[src/rtl/core/timing_wheel_timer_table_assert.svh]
// Assertion macros used by the timer table sequencer.
// Each macro expects a clock named clk and a reset named rst in the including module.
`ifndef TIMING_WHEEL_TIMER_TABLE_ASSERT_SVH
`define TIMING_WHEEL_TIMER_TABLE_ASSERT_SVH

// Checks an implication or condition outside reset.
`define TWTT_CHECK(lbl, prop) \
  lbl: assert property (@(posedge clk) disable iff (rst) prop) \
    else $error("timer table check failed");

// Checks that a consequence holds in the cycle after its antecedent.
`define TWTT_CHECK_NEXT(lbl, ante, cons) \
  lbl: assert property (@(posedge clk) disable iff (rst) (ante) |=> (cons)) \
    else $error("timer table check failed");

`endif

[src/rtl/core/twtt_pkg.sv]
// Package of the timer table: operation and event codes, the ring entry type,
// the sequencer states and the wheel modulo function. Depends on nothing.
package twtt_pkg;

  localparam int ID_W  = 16;
  localparam int DLY_W = 6;

  typedef enum logic [1:0] {
    OP_ADD,
    OP_REFRESH,
    OP_CANCEL,
    OP_TICK
  } op_t;

  typedef enum logic [2:0] {
    EV_OK,
    EV_FIRED,
    EV_SILENT,
    EV_FULL,
    EV_NOT_FOUND,
    EV_TICK_DONE
  } event_t;

  typedef struct packed {
    logic             valid;
    logic [ID_W-1:0]  id;
    logic [DLY_W-1:0] dly;
    logic [DLY_W-1:0] rem;
    logic             sil;
  } entry_t;

  typedef enum logic [2:0] {
    ST_IDLE,
    ST_SEARCH,
    ST_APPLY,
    ST_RESULT,
    ST_TICK,
    ST_DONE
  } state_t;

  // Remainder of an 8-bit value by a constant non-zero 6-bit modulus, taken by
  // comparing with and subtracting those shifted multiples that fit in 8 bits.
  function automatic logic [DLY_W-1:0] wheel_mod(input logic [7:0] v,
                                                 input logic [DLY_W-1:0] w);
    logic [14:0] m;
    logic [7:0]  r;
    r = v;
    for (int k = 7; k >= 0; k--) begin
      m = 15'(w) << k;
      if (m <= 15'd255 && {7'd0, r} >= m) begin
        r = r - m[7:0];
      end
    end
    return r[DLY_W-1:0];
  endfunction

endpackage

[src/rtl/core/twtt_cell.sv]
// One cell of the timer ring: holds a single timer entry and passes it on.
// Depends on twtt_pkg for the entry type.
module twtt_cell
  import twtt_pkg::*;
(
  input  logic   clk,
  input  logic   rst,
  input  logic   shift,
  input  entry_t d,
  output entry_t q
);

  logic             valid;
  logic [ID_W-1:0]  id;
  logic [DLY_W-1:0] dly;
  logic [DLY_W-1:0] rem;
  logic             sil;

  always_ff @(posedge clk) begin
    if (rst) begin
      valid <= 1'b0;
    end else if (shift) begin
      valid <= d.valid;
    end
  end

  always_ff @(posedge clk) begin
    if (shift) begin
      id  <= d.id;
      dly <= d.dly;
      rem <= d.rem;
      sil <= d.sil;
    end
  end

  assign q = '{valid: valid, id: id, dly: dly, rem: rem, sil: sil};

endmodule

[src/rtl/core/twtt_ctrl.sv]
// Sequencer of the timer table: takes input words, walks the ring of cells one entry a cycle
// (held while a tick waits on a full output register) and drives the output register. Depends on twtt_pkg.
`include "timing_wheel_timer_table_assert.svh"

module twtt_ctrl
  import twtt_pkg::*;
#(
  parameter int TIMER_SLOTS = 16,
  parameter int WHEEL_SIZE  = 60,
  parameter int ID_WIDTH    = 16
) (
  input  logic        clk,
  input  logic        rst,
  input  logic        s_tvalid,
  output logic        s_tready,
  input  logic [23:0] s_tdata,
  input  logic [1:0]  s_tuser,
  output logic        m_tvalid,
  input  logic        m_tready,
  output logic [15:0] m_tdata,
  output logic [2:0]  m_tuser,
  output logic        m_tlast,
  input  entry_t      head,
  output entry_t      feed,
  output logic        shift
);

  localparam int IDX_W = (TIMER_SLOTS > 1) ? $clog2(TIMER_SLOTS) : 1;
  localparam logic [IDX_W-1:0] LAST_STEP = IDX_W'(TIMER_SLOTS - 1);
  localparam logic [DLY_W-1:0] WHEEL = DLY_W'(WHEEL_SIZE);
  localparam logic [ID_W-1:0] ID_MASK =
    (ID_WIDTH >= ID_W) ? {ID_W{1'b1}} : ID_W'((1 << ID_WIDTH) - 1);

  state_t           state, state_next;
  logic [IDX_W-1:0] step;
  op_t              op;
  logic [ID_W-1:0]  cmd_id;
  logic [DLY_W-1:0] cmd_dly;
  logic             found, free_found;
  logic [IDX_W-1:0] found_idx, free_idx;
  logic             out_valid, out_last;
  event_t           out_kind;
  logic [ID_W-1:0]  out_id;

  logic             accept, out_free, tgt_hit, expire, last_step;
  logic [IDX_W-1:0] tgt_idx;
  logic [DLY_W-1:0] rem_dec, dly_mod;
  logic             load, ld_last;
  event_t           ld_kind;
  logic [ID_W-1:0]  ld_id;

  assign s_tready  = (state == ST_IDLE);
  assign accept    = s_tvalid && s_tready;
  assign out_free  = !out_valid || m_tready;
  assign last_step = (step == LAST_STEP);
  assign tgt_hit   = found || (op == OP_ADD && free_found);
  assign tgt_idx   = found ? found_idx : free_idx;
  assign rem_dec   = (head.rem != '0) ? head.rem - DLY_W'(1) : head.rem;
  assign expire    = head.valid && (rem_dec == '0);
  assign dly_mod   = wheel_mod(s_tdata[23:16], WHEEL);

  always_comb begin
    state_next = state;
    unique case (state) inside
      ST_IDLE: begin
        if (accept) begin
          state_next = (op_t'(s_tuser) == OP_TICK) ? ST_TICK : ST_SEARCH;
        end
      end
      ST_SEARCH: begin
        if (last_step) state_next = ST_APPLY;
      end
      ST_APPLY: begin
        if (last_step) state_next = ST_RESULT;
      end
      ST_TICK: begin
        if (shift && last_step) state_next = ST_DONE;
      end
      ST_RESULT, ST_DONE: begin
        if (out_free) state_next = ST_IDLE;
      end
      default: state_next = ST_IDLE;
    endcase
  end

  always_comb begin
    shift   = 1'b0;
    feed    = head;
    load    = 1'b0;
    ld_kind = EV_OK;
    ld_id   = '0;
    ld_last = 1'b0;
    unique case (state)
      ST_IDLE: begin
      end
      ST_SEARCH: begin
        shift = 1'b1;
      end
      ST_APPLY: begin
        shift = 1'b1;
        if (tgt_hit && step == tgt_idx) begin
          case (op)
            OP_ADD: begin
              feed.valid = 1'b1;
              feed.id    = cmd_id;
              feed.dly   = cmd_dly;
              feed.rem   = cmd_dly;
              feed.sil   = 1'b0;
            end
            OP_REFRESH: feed.rem = head.dly;
            OP_CANCEL:  feed.sil = 1'b1;
            default: begin
            end
          endcase
        end
      end
      ST_TICK: begin
        if (head.valid) feed.rem = rem_dec;
        if (expire) begin
          feed.valid = 1'b0;
          if (out_free) begin
            shift   = 1'b1;
            load    = 1'b1;
            ld_kind = head.sil ? EV_SILENT : EV_FIRED;
            ld_id   = head.id;
          end
        end else begin
          shift = 1'b1;
        end
      end
      ST_RESULT: begin
        if (out_free) begin
          load    = 1'b1;
          ld_kind = tgt_hit ? EV_OK : ((op == OP_ADD) ? EV_FULL : EV_NOT_FOUND);
          ld_id   = cmd_id;
          ld_last = 1'b1;
        end
      end
      ST_DONE: begin
        if (out_free) begin
          load    = 1'b1;
          ld_kind = EV_TICK_DONE;
          ld_last = 1'b1;
        end
      end
      default: begin
      end
    endcase
  end

  always_ff @(posedge clk) begin
    if (rst) begin
      state <= ST_IDLE;
      step  <= '0;
    end else begin
      state <= state_next;
      if (shift) step <= last_step ? '0 : step + IDX_W'(1);
    end
  end

  always_ff @(posedge clk) begin
    if (accept) begin
      op         <= op_t'(s_tuser);
      cmd_id     <= s_tdata[15:0] & ID_MASK;
      cmd_dly    <= (dly_mod == '0) ? WHEEL : dly_mod;
      found      <= 1'b0;
      free_found <= 1'b0;
    end else if (state == ST_SEARCH) begin
      if (head.valid && head.id == cmd_id && !found) begin
        found     <= 1'b1;
        found_idx <= step;
      end
      if (!head.valid && !free_found) begin
        free_found <= 1'b1;
        free_idx   <= step;
      end
    end
  end

  always_ff @(posedge clk) begin
    if (rst) begin
      out_valid <= 1'b0;
    end else if (load) begin
      out_valid <= 1'b1;
    end else if (m_tready) begin
      out_valid <= 1'b0;
    end
  end

  always_ff @(posedge clk) begin
    if (load) begin
      out_kind <= ld_kind;
      out_id   <= ld_id;
      out_last <= ld_last;
    end
  end

  assign m_tvalid = out_valid;
  assign m_tdata  = out_id;
  assign m_tuser  = out_kind;
  assign m_tlast  = out_last;

  `TWTT_CHECK(a_idle_step_zero, (state == ST_IDLE) |-> (step == '0))
  `TWTT_CHECK_NEXT(a_tick_stall_holds, state == ST_TICK && !shift, $stable(step))
  `TWTT_CHECK(a_inner_only_in_tick, (load && !ld_last) |-> (state == ST_TICK))
  `TWTT_CHECK_NEXT(a_close_is_last, (state == ST_RESULT || state == ST_DONE) && out_free,
                   m_tvalid && m_tlast)

endmodule

[src/rtl/core/timing_wheel_timer_table.sv]
// Top level of the timer table: a ring of timer cells and its sequencer.
// Depends on twtt_pkg, twtt_cell and twtt_ctrl.
//
//   channel  direction  words
//   s_*      in         one command or tick per word
//   m_*      out        one event per word, tlast on the closing word of a run
//
// A command takes one revolution of the ring to search, one to apply, then the
// result word. A tick takes one ring step per slot, then the closing word.
// Either is held while a word waits on a full output register. Reset clears
// every valid bit at once, so the block accepts words in the cycle after reset.
// Commands and the next input word can be taken while the previous result word
// waits in the output register.
module timing_wheel_timer_table
  import twtt_pkg::*;
#(
  parameter int TIMER_SLOTS = 16,
  parameter int WHEEL_SIZE  = 60,
  parameter int ID_WIDTH    = 16
) (
  input  logic        clk,
  input  logic        rst,
  input  logic        s_tvalid,
  output logic        s_tready,
  input  logic [23:0] s_tdata,  // timer_id [15:0], delay_ticks [23:16]
  input  logic [1:0]  s_tuser,  // operation [1:0]
  output logic        m_tvalid,
  input  logic        m_tready,
  output logic [15:0] m_tdata,  // event_id [15:0]
  output logic [2:0]  m_tuser,  // event_kind [2:0]
  output logic        m_tlast   // last_of_run
);

  entry_t ring [TIMER_SLOTS];
  entry_t feed;
  logic   shift;

  for (genvar i = 0; i < TIMER_SLOTS; i++) begin : g_cell
    entry_t d;
    if (i == TIMER_SLOTS - 1) begin : g_tail
      assign d = feed;
    end else begin : g_mid
      assign d = ring[i+1];
    end
    twtt_cell u_cell (
      .clk   (clk),
      .rst   (rst),
      .shift (shift),
      .d     (d),
      .q     (ring[i])
    );
  end

  twtt_ctrl #(
    .TIMER_SLOTS (TIMER_SLOTS),
    .WHEEL_SIZE  (WHEEL_SIZE),
    .ID_WIDTH    (ID_WIDTH)
  ) u_ctrl (
    .clk      (clk),
    .rst      (rst),
    .s_tvalid (s_tvalid),
    .s_tready (s_tready),
    .s_tdata  (s_tdata),
    .s_tuser  (s_tuser),
    .m_tvalid (m_tvalid),
    .m_tready (m_tready),
    .m_tdata  (m_tdata),
    .m_tuser  (m_tuser),
    .m_tlast  (m_tlast),
    .head     (ring[0]),
    .feed     (feed),
    .shift    (shift)
  );

endmodule

[config.mk]
export PLATFORM = sky130hd
export DESIGN_NAME = timing_wheel_timer_table
export DESIGN_NICKNAME = d
export VERILOG_FILES = /design/src/rtl/core/twtt_pkg.sv /design/src/rtl/core/twtt_cell.sv /design/src/rtl/core/twtt_ctrl.sv /design/src/rtl/core/timing_wheel_timer_table.sv
export VERILOG_INCLUDE_DIRS = /design/src /design/src/rtl/core
export SDC_FILE = /design/constraint.sdc
export NUM_CORES = 1
export LEC_CHECK = 0
export BUFFER_PORTS_ARGS = -buffer_cell sky130_fd_sc_hd__buf_4
export CAP_MARGIN = 20
export CORE_ASPECT_RATIO = 0.8
export CORE_MARGIN = 5
export CORE_UTILIZATION = 45
export DETAILED_ROUTE_END_ITERATION = 6
export MAX_ROUTING_LAYER = met4
export PLACE_DENSITY = 0.68
export SYNTH_ARGS = -nofsm -noshare
export SYNTH_HDL_FRONTEND = slang
export SYNTH_SLANG_ARGS = --single-unit
export TNS_END_PERCENT = 50
[constraint.sdc]
create_clock -name clk -period 6.9 [get_ports clk]
set_input_delay 1.035 -clock clk [delete_from_list [all_inputs] [get_ports clk]]
set_output_delay 1.035 -clock clk [all_outputs]
set_load 0.02 [all_outputs]
# After elaboration in Yosys (flattened, before gate mapping)

Cells that the tools add are included.

Reduce and logical (&&, ||, !) cells: 27
Magnitude comparators: 3
Eq/ne operators: 16
$add $sub $neg: 5
Bitwise operators: 1
Muxes and demuxes: 42

Operator list:

| cell                | number |
|---|---|
| $mux 16             | 3 |
| $mux 3              | 12 |
| $pmux 16 s2         | 1 |
| $mux 30             | 1 |
| $pmux 6 s2          | 2 |
| $mux 23             | 1 |
| $mux 22             | 1 |
| $mux 6              | 3 |
| $eq 16x16->1        | 1 |
| $mux 8              | 2 |
| $pmux 3 s5          | 1 |
| $logic_not 6->1     | 2 |
| $pmux 3 s3          | 1 |
| $ge 8x6->1 const B  | 1 |
| $ge 8x7->1 const B  | 1 |
| $ge 8x8->1 const B  | 1 |
| $logic_and 1x1->1   | 8 |
| $mux 4              | 2 |
| $pmux 1 s2          | 4 |
| $sub 8x7->8 const B | 1 |
| $sub 8x8->8 const B | 1 |
| $mux 1              | 7 |
| $eq 3x2->1 const B  | 2 |
| $eq 3x3->1 const B  | 2 |
| other kinds (22)    | 33 |

Word-level logic and storage cells: 187
Input bits: 30
Register bits: 542
Output and inout port bits: 22

# Logic depth before layout (Yosys ltp)

Depth in word-level cells: 9
Depth in mapped cells: 13

# Modules after synthesis

A second synthesis with hierarchy kept.

Cell total of the unflattened synthesis: 899
Area total of the unflattened synthesis: 18,614.1 um2

By module, submodules not included:

| module    | times used | area an instance (um2) | cells an instance |
|---|---|---|---|
| twtt_cell | 16         | 919.6                  | 34 |
| twtt_ctrl | 1          | 3,900.0                | 355 |

# Least setup slack after synthesis

No wires, ideal clock.

Path kind: register -> register
Start: reg g_cell[0].u_cell.rem[0]
End: reg g_cell[0].u_cell.valid
Data arrival time: 4,709 ps
Data required time: 6,772 ps
Library setup time: 128 ps
Cell stages (with the launch flop): 12
Setup slack: 2,064 ps
Period minus slack after synthesis: 4,836 ps
Cells stage by stage: edfxtp_1 > inv_1 > ha_1 > or4b_1 > or2_0 > buf_2 > a41oi_2 > nor4_2 > o211ai_4 > buf_6 > mux2i_1 > nor2_1

Cells in the longest elaborated chain, start to end: 6
Elaborated cells on any way between the ends: 7
Classes of those cells: add/sub: 1; mux: 3; reduce/logical: 3

RTL lines:

| what                                             | RTL line         | text |
|---|---|---|
| from (decl)                                      | twtt_cell.sv:16  | `logic [DLY_W-1:0] rem;` |
| from (signal assigned)                           | twtt_cell.sv:31  | `rem <= d.rem;` |
| $sub 6x1->6 or $reduce_bool 6->1 (tied branches) | twtt_ctrl.sv:58  | `assign rem_dec = (head.rem != '0) ? head.rem - DLY_W'(1) : head.rem;` |
| $mux 6 (*)                                       | twtt_ctrl.sv:58  |  |
| $logic_not 6->1 (*)                              | twtt_ctrl.sv:59  | `assign expire = head.valid && (rem_dec == '0);` |
| $logic_and 1x1->1 (*)                            | twtt_ctrl.sv:59  |  |
| $mux 1 (*)                                       | twtt_ctrl.sv:119 | `if (expire) begin` |
| $pmux 1 s2 (*)                                   | twtt_ctrl.sv:93  | `unique case (state)` |
| to (signal assigned)                             | twtt_cell.sv:23  | `valid <= d.valid;` |
| to (decl)                                        | twtt_cell.sv:13  | `logic valid;` |

Mark *: on every way between the ends. The rest lies on a longest branch, timed or not.
A chain may end at the register's enable or synchronous reset.

# Final worst setup path

Start: reg g_cell[0].u_cell.rem[0]
End: reg g_cell[9].u_cell.rem[0], enable pin

Cells in the longest elaborated chain, start to end: 6
Elaborated cells on any way between the ends: 7
Classes of those cells: add/sub: 1; mux: 3; reduce/logical: 3

RTL lines:

| what                                             | RTL line |
|---|---|
| $sub 6x1->6 or $reduce_bool 6->1 (tied branches) | twtt_ctrl.sv:58 |
| $mux 6 (*)                                       | twtt_ctrl.sv:58 |
| $logic_not 6->1 (*)                              | twtt_ctrl.sv:59 |
| $logic_and 1x1->1 (*)                            | twtt_ctrl.sv:59 |
| $mux 1 (*)                                       | twtt_ctrl.sv:119 |
| $pmux 1 s2 (*)                                   | twtt_ctrl.sv:93 |
| to (signal assigned)                             | twtt_cell.sv:31 |
| to (decl)                                        | twtt_cell.sv:16 |

Marks and branches as above.

==> metrics <==
Starting DRT DRC Count=a little under 800; ANT cells=0; remaining antenna violation count=0; HPWL after detailed placement=around 16 mm; post-synth top area cell=edfxtp_1; pin count of the biggest net entering global routing=216; # hold bufs at CTS=0; slowest stage cell, crit path=buf_12; final critical-path required period=about 4.0 ns; clock root cell=clkbuf_16; Crit. End Element=flop; EDFF count, synth=516; PwrDens=between 500 and 600 mW/mm²; RePlAce Congestion=roughly 0.82; Worst Path Buf+Inv=3; first-pass GRT wire length=between 40 and 50 mm; worst relative slew slack=0.2181; die area=around 0.045 mm²; worst path cell trace=inv_1 -> ha_1 -> or4b_1 -> or2_0 -> a41oi_2 -> nor4_2 -> o211ai_4 -> buf_4 -> buf_12; Total GRT Usage=0.1282; Slew @ Worst Pin=1.173 ns; Pwr Total=11.09 mW; async set-reset flop share out of synthesis=0; Die Y=around 190 µm; Vias/cell=~5.1; Synth Register Bits=approximately 540; Row Count=66; Synth Flop Type=edfxtp_1; Hold Crit Class=reg -> reg; IO Port Bufs=between 50 and 60; CTS Sinks=~540; initial core utilization=0.4533; share of the synthesized area in the top cell type=0.8448; cts bufs inserted=50; slowest stage delay, CP=roughly 0.7 ns; initial antenna violation count=1; synth warn=0; Crit Path Max Fanout=215; crit share post-route=0.5858; final number of hold-violating endpoints=0; cts repair resizes=0; status=completed; Max Fclk=0.2474 GHz; drt wl/cell=about 18 µm; final core occ=0.5214; grt total ovfl=0; unrepaired setup endpoints after global routing=no; max-cap viol count=0; CORE AREA=just over 0.04 mm²; Syn Area/Cell=between 20 and 25 µm²; worst skew pair latency=0.55 ns; Die X=235.7 µm; Slew Limit Fails=0; hold slack final=between 0.4 and 0.5 ns; syn_nets=about 920; Max clock buf depth=3; leak pwr=a little over 7 nW; nets=just over 1000; Cells after Synth=between 800 and 900; number of detailed-route iterations in the first pass=7; VDD IR max=~0.62 mV; Final Setup Violations=0; Vias=between 7000 and 8000; CP required=about 7 ns; CTS H-tree depth=2; post-synthesis cell area=around 0.018 mm²; # DRC=0; final wirelength=between 20 and 30 mm; number of global-route vias before repair=approximately 7700; register area share after synthesis=0.8732; fill count=around 3200; layout cells sized above 1=0.1660; setup TNS after final layout=0 ns; Area Growth Syn to Fin=15.02%; clk_skew=between 0.01 and 0.015 ns; CP arrival=4.21 ns; Yosys cell types=60; setup bufs post-CTS=0; crit path launch type=flop; CP Class=reg -> reg; r2r setup slk=~2.9 ns; synth top area cells=edfxtp_1, dfxtp_1, mux2i_1, mux2_2, nor2_1; Ports=52; CP top delay family=buffers and inverters; CTS tree=built; clk slew on worst S/H paths=around 0.070 ns
## power by group
part / internal, mW / switching (mW) / total (mW) / leakage [nW]
Combinational: 0.337 / 1.20 / 1.53 / 1.16
Sequential: 6.19 / 0.559 / 6.75 / 5.07
Clock: 1.69 / 1.12 / 2.81 / 0.830
Total: 8.21 / 2.88 / 11.1 / 7.06
## placed cells by master, fill, tap and decap left out, types with 23 or more instances in the layout
master,synthesis,layout
clkbuf_16,0,51
nor2_1,40,40
mux2_2,23,23
edfxtp_1,516,516
dfxtp_1,26,26
mux2i_1,31,31
buf_4,1,59
nand2_1,26,26
## cell type report
cell class                 count  area [µm²]  area share
timing repair buffer          61       483.0     0.02289
tap                          544       680.7     0.03226
inverter                      16       60.06    0.002847
clock inverter                33       390.4     0.01850
multi-input combinational    301        2161      0.1024
clock buffer                  59        1306     0.06192
sequential                   542       16020      0.7591
## state kept, by name (all words and copies together) (netlist names)
signal and cells:
u_ctrl.m_tdata 16, g_cell.u_cell.rem 96, g_cell.u_cell.valid 16, u_ctrl.m_tlast 1
g_cell.u_cell.dly 96, g_cell.u_cell.sil 16, u_ctrl.free_idx 4, u_ctrl.state 3
g_cell.u_cell.id 256, u_ctrl.cmd_id 16, u_ctrl.m_tuser 3, u_ctrl.m_tvalid 1
u_ctrl.found_idx 4, u_ctrl.found 1, u_ctrl.free_found 1, u_ctrl.op 2
u_ctrl.cmd_dly 6, u_ctrl.step 4
## metal layers
layer	part of all wire	vias to the layer above	wire (µm)	track usage
met5	0	-	0	-
met4	0.020	0	558	0.03371
met3	0.055	55	1550	0.03123
met2	0.44	198	12520	0.1810
met1	0.48	4017	13640	0.1896
li1	-	3662	-	-
## cells by family after synthesis
kind of cell | synth area share
buffers and inverters | 0.009209
adder cells (fa/ha/maj) | 0.004093
AO/OA/AOI/OAI | 0.03813
multiplexers | 0.03104
AND/OR/NAND/NOR | 0.03431
XOR/XNOR | 0.01003
flip-flops | 0.8732
## worst paths after layout
kind / start / end / cells after the start
max reg2reg: g_cell[0].u_cell.rem[0] / g_cell[9].u_cell.rem[0] / 9
max: g_cell[0].u_cell.rem[0] / g_cell[9].u_cell.rem[0] / 9
min reg2reg: g_cell[11].u_cell.rem[0] / g_cell[10].u_cell.rem[0] / 0
min: g_cell[11].u_cell.rem[0] / g_cell[10].u_cell.rem[0] / 0
## synthesized netlist by cell type, drive strengths merged (4+ instances only)
cell	count
inv	16
and2	4
nand3b	4
nor4	4
o221ai	6
mux2i	31
nor3	12
o21ai	20
buf	7
ha	6
xor2	9
xnor2	12
nand2	26
a31oi	4
or2	4
edfxtp	516
nand3	13
a211o	5
nand2b	6
mux2	23
clkbuf	16
a22o	17
a21oi	13
dfxtp	26
nor2	40
## metrics by stage
stage | setup WS [ns] | std cells | cell area, µm²
floorplan | 2.064 | 882 | 18340
global placement | 2.960 | 1464 | 19400
detailed placement | 2.893 | 1464 | 19400
CTS | 2.913 | 1556 | 21100
global route | 2.613 | 1556 | 21100
finish | 2.858 | 1556 | 21100
Note: power is estimated with default switching activity, not from simulation.
